## src/rtl/wgma_pkg.sv

```systemverilog
// Shared types, constants and arithmetic helpers for the weighted gram accumulator.
`timescale 1ns / 1ps

package wgma_pkg;

  localparam int VAL_W   = 16;
  localparam int WT_W    = 16;
  localparam int SEL_W   = 3;
  localparam int IDX_W   = 8;
  localparam int FC_W    = 5;
  localparam int ACC_W   = 64;
  localparam int XW_W    = 33;  // value * weight, signed
  localparam int OPB_W   = 17;  // second multiplier operand, signed
  localparam int PROD_W  = XW_W + OPB_W;

  localparam logic [FC_W-1:0] FC_RESET = 5'd16;

  localparam logic [ACC_W-1:0] ACC_MAX = {1'b0, {(ACC_W-1){1'b1}}};
  localparam logic [ACC_W-1:0] ACC_MIN = {1'b1, {(ACC_W-1){1'b0}}};

  typedef enum logic [1:0] {
    OP_BEGIN   = 2'd0,
    OP_FEATURE = 2'd1,
    OP_READ    = 2'd2,
    OP_CLEAR   = 2'd3
  } op_e;

  typedef enum logic [SEL_W-1:0] {
    SEL_GRAM = 3'd0,
    SEL_XY   = 3'd1,
    SEL_X    = 3'd2,
    SEL_WT   = 3'd3,
    SEL_TS   = 3'd4,
    SEL_TSQ  = 3'd5
  } sel_e;

  // Kind of one accumulate element travelling down the MAC pipe
  typedef enum logic [2:0] {
    K_GRAM = 3'd0,
    K_XY   = 3'd1,
    K_XS   = 3'd2,
    K_TS   = 3'd3,
    K_TSQ  = 3'd4
  } kind_e;

  typedef enum logic [5:0] {
    ST_CLEAR = 6'b000001,
    ST_IDLE  = 6'b000010,
    ST_XW    = 6'b000100,
    ST_ISSUE = 6'b001000,
    ST_DRAIN = 6'b010000,
    ST_READ  = 6'b100000
  } state_e;

  typedef struct packed {
    logic load_begin;
    logic load_feat;
    logic load_read;
    logic clear_all;
    logic clr_step;
    logic xw_step;
    logic issue;
    logic out_load;
  } cmd_t;

  typedef struct packed {
    logic feat_ok;
    logic issue_last;
    logic pipe_busy;
    logic clr_last;
    logic ovf;
  } status_t;

  typedef struct packed {
    logic [ACC_W-1:0] sum;
    logic             ovf;
  } sat_t;

  function automatic sat_t sat_add(logic [ACC_W-1:0] a, logic [ACC_W-1:0] b);
    sat_t             r;
    logic [ACC_W-1:0] s;
    s     = a + b;
    r.sum = s;
    r.ovf = 1'b0;
    if ((a[ACC_W-1] == b[ACC_W-1]) && (s[ACC_W-1] != a[ACC_W-1])) begin
      r.ovf = 1'b1;
      r.sum = a[ACC_W-1] ? ACC_MIN : ACC_MAX;
    end
    return r;
  endfunction

endpackage

```

## src/rtl/wgma_ctrl.sv

```systemverilog
// Sequencing state machine: item acceptance, MAC issue, drain, clear sweep, read out.
`timescale 1ns / 1ps

module wgma_ctrl (
  input  logic              clk_i,
  input  logic              rst_ni,
  input  logic              in_valid_i,
  input  wgma_pkg::op_e     in_op_i,
  output logic              in_ready_o,
  output logic              out_valid_o,
  input  logic              out_ready_i,
  input  wgma_pkg::status_t status_i,
  output wgma_pkg::cmd_t    cmd_o
);

  wgma_pkg::state_e state_q, state_d;
  logic             out_valid_q, out_valid_d;

  always_comb begin
    state_d    = state_q;
    cmd_o      = '0;
    in_ready_o = 1'b0;
    unique case (state_q)
      wgma_pkg::ST_CLEAR: begin
        cmd_o.clr_step = 1'b1;
        if (status_i.clr_last) begin
          state_d = wgma_pkg::ST_IDLE;
        end
      end
      wgma_pkg::ST_IDLE: begin
        in_ready_o = 1'b1;
        if (in_valid_i) begin
          unique case (in_op_i)
            wgma_pkg::OP_BEGIN: begin
              cmd_o.load_begin = 1'b1;
              state_d          = wgma_pkg::ST_XW;
            end
            wgma_pkg::OP_FEATURE: begin
              // features past the active count are dropped, but the first of a sample is always taken
              if (status_i.feat_ok) begin
                cmd_o.load_feat = 1'b1;
                state_d         = wgma_pkg::ST_XW;
              end
            end
            wgma_pkg::OP_READ: begin
              cmd_o.load_read = 1'b1;
              state_d         = wgma_pkg::ST_READ;
            end
            wgma_pkg::OP_CLEAR: begin
              cmd_o.clear_all = 1'b1;
              state_d         = wgma_pkg::ST_CLEAR;
            end
            default: state_d = wgma_pkg::ST_IDLE;
          endcase
        end
      end
      wgma_pkg::ST_XW: begin
        cmd_o.xw_step = 1'b1;
        state_d       = wgma_pkg::ST_ISSUE;
      end
      wgma_pkg::ST_ISSUE: begin
        cmd_o.issue = 1'b1;
        if (status_i.issue_last) begin
          state_d = wgma_pkg::ST_DRAIN;
        end
      end
      wgma_pkg::ST_DRAIN: begin
        if (!status_i.pipe_busy) begin
          state_d = wgma_pkg::ST_IDLE;
        end
      end
      wgma_pkg::ST_READ: begin
        if (!out_valid_q || out_ready_i) begin
          cmd_o.out_load = 1'b1;
          state_d        = wgma_pkg::ST_IDLE;
        end
      end
      default: state_d = wgma_pkg::ST_CLEAR;
    endcase
  end

  assign out_valid_d = cmd_o.out_load | (out_valid_q & ~out_ready_i);
  assign out_valid_o = out_valid_q;

  always_ff @(posedge clk_i or negedge rst_ni) begin
    if (!rst_ni) begin
      state_q     <= wgma_pkg::ST_CLEAR;
      out_valid_q <= 1'b0;
    end else begin
      state_q     <= state_d;
      out_valid_q <= out_valid_d;
    end
  end

endmodule

```

## config.mk

```make
export PLATFORM = sky130hd
export DESIGN_NAME = wgma_ctrl
export DESIGN_NICKNAME = d
export VERILOG_FILES = /design/src/rtl/wgma_pkg.sv /design/src/rtl/wgma_ctrl.sv
export SDC_FILE = /design/constraint.sdc
export NUM_CORES = 1
export LEC_CHECK = 0
export BUFFER_PORTS_ARGS = -buffer_cell sky130_fd_sc_hd__buf_4
export CORE_MARGIN = 2
export CORE_UTILIZATION = 25
export DETAILED_ROUTE_END_ITERATION = 8
export PLACE_DENSITY = 0.51
export SLEW_MARGIN = 20
export SYNTH_ARGS = -nofsm -noshare
export SYNTH_HDL_FRONTEND = slang
export SYNTH_SLANG_ARGS = --single-unit
export TNS_END_PERCENT = 100
```

## constraint.sdc

```tcl
create_clock -name clk_i -period 2 [get_ports clk_i]
set_input_delay 0.1 -clock clk_i [delete_from_list [all_inputs] [get_ports clk_i]]
set_output_delay 0.1 -clock clk_i [all_outputs]
set_load 0.01 [all_outputs]
```

==> impl_metrics.toml <==
[synthesis]
synth_top_area_share_pct = 31.09
avgSynthCellArea_sq_um = 9.659
yosysTopAreaCell = "dfrtp_1"
postSynthCellCount = 50
syn_nets = 61
yosysWarnings = 0
synth_area_sq_um = 483.0
synthTopCellsByArea = "dfrtp_1, dfstp_2, nor4_4, nand3b_4, nor3_1"
ys_ff_latch = 7
synth_cell_types = 29
seq_area_frac_synth_pct = 36.53

[timing]
setup_slack_ns = 0.2000
fin_crit_sh_pct = 90.00
hold_viol = 0
setup_tns_ns = 0
drv_slew = 0
finalSetupViolCount = 0
fmax_ghz = 0.5556
rsz0062_at_grt = "false"
whs_ns = 0.02317
slew_headroom_pct = 75.55
skew_ns = 0.0002101
min_period_ns = 1.800
tightest_slew_ns = 0.3637

[floorplan]
die_h_um = 47.95
start_util_pct = 27.38
dieArea_sq_um = 2299
ios = 21
rows = 15
core_area_sq_um = 1764
die_width_um = 47.95

[grt]
grt_max_degree = 8
grt_usage_pct = 11.96
grt_pass1_wl_um = 1807
globalRoute.totalOverflow = 0
antenna_found_initial = 0
grt_pass1_vias = 412

[clock_network]
post_cts_resized = 0
clockBufferDepth = 2
htreeDepth = 1
insertion_delay_ns = 0.24
cts_tree = "yes"
numCtsBuffers = 3
cts.clk_slew.worst_paths_ns = 0.05
root_buffer = "clkbuf_4"
cts_sinks = 7

[placed_design]
io_buffers = 19
place_worst_setup_slack_ns = 0.3769
gp_congestion = 0.8213
dp_hpwl_um = 865.8

[setup_path]
rrSetupSlack_ns = 0.37
cp.arrival_ns = 1.70
path_class = "reg -> out"
endpoint_kind = "output port"
crit_path_start = "state_q[2]"
path_max_fanout = 5
cp.required_ns = 1.90
max_stage_delay_ns = 0.46
worstSetupStartpointType = "flop"
crit_chain = "nor4_4 -> nand3b_4 -> inv_4 -> nand2_4 -> nor3b_2 -> buf_4"
slowest_stage = "dfrtp_1"
r2r_start = "state_q[1]"

[route]
via_per_inst = 4.515
drtPass1Iterations = 3
route.detailed.drc = 0
wl_per_cell_um = 10.81
wirelength_um = 1070
antenna_left = 0
drt_iter0_markers = 5
via_count = 447

[power_and_ir_drop]
power.density_nw_per_um2 = 979.8
peakVddDrop_mv = 0.3341
power_leakage_nw = 0.3473

[layout]
areaGrowthSynthToFinish_pct = 43.52
post-route-util_pct = 39.29
final_cell_mix = "buf_4, dfrtp_1, nand2_1, nor2_1"
insertedDiodeCount = 0
final_common_cell = "buf_4"
layout-drive-gt1-share_pct = 43.24
nets = 86

[job]
cap_violations = 0

[status]
status = "completed"

[worst_hold_path]
hold_class = "in -> reg"
holdCritStartpoint = "status_i[1]"
-- critical path, delay by kind of cell (launching register included) --
| family | cells | cell delay (ns) |
|---|---|---|
| buf+inv | 2 | 0.24 |
| simple gates | 4 | 0.75 |
| flops | 1 | 0.46 |
-- final cells by class --
cell class / count / area, sq um
repair buffers: 20 / 152.6
well taps: 25 / 31.28
flip-flops and latches: 7 / 176.4
clock buffers: 4 / 26.28
fillers: 197 / 1071
inverters: 4 / 17.52
multi-input cells: 39 / 289.0
-- timing repair --
action	CTS	global route
hold buffers	1	0
buffers inserted	0	0
hold endpoints to repair	7	0
-- cell usage after synthesis, drive strengths merged --
master and count:
a211o 1, a21oi 1, a31oi 1, and2 1
dfrtp 6, dfstp 1, inv 4, nand2 6
nand2b 2, nand3b 3, nand4b 1, nor2 4
nor2b 1, nor3 3, nor3b 1, nor4 2
nor4b 2, o21ai 4, o21bai 2, o22ai 2
or3b 1, xor2 1
-- layer usage --
metal	GRT usage, %	part of all wire (%)	vias to the layer above	wire [um]
met2	17.07	45	14	478
met5	0	0	-	0
met4	9.730	1.8	0	19
met3	3.396	5.6	2	60
li1	-	-	230	-
met1	14.81	48	201	511
-- final timing paths --
check,to,cells after the start
min,state_q[0],2
max,cmd_o[5],6
max in group asynchronous,state_q[0],2
min reg2reg,out_valid_o,2
max reg2reg,state_q[1],5
min in group asynchronous,state_q[3],2
-- flip-flops by register name, indices dropped and copies added, names as in the netlist --
name	flops
state_q	6
out_valid_o	1
-- report_power, final --
group          switching, W  internal [W]
Combinational      0.000162      0.000168
Sequential        0.0000447      0.000181
Clock             0.0000482     0.0000759
-- cells by family (layout without fill, tap and decap cells) --
logic type	count (synthesis)	count (layout)	synth area share, %
compound gates	11	11	13.99
xor+xnor	1	1	1.814
buf+inv	4	28	3.628
flops	7	7	36.53
simple gates	27	27	44.04
-- through the flow --
step / power [W] / instance area, sq um / cells
6_report: 0.0006792 / 693.2 / 99
5_1_grt: 0.0007378 / 693.2 / 99
4_1_cts: 0.0006868 / 693.2 / 99
3_5_place_dp: 0.0005578 / 656.9 / 94
3_3_place_gp: 0.0005614 / 656.9 / 94
2_1_floorplan: 0.0004535 / 483.0 / 50
(Power assumes the default switching activity.)
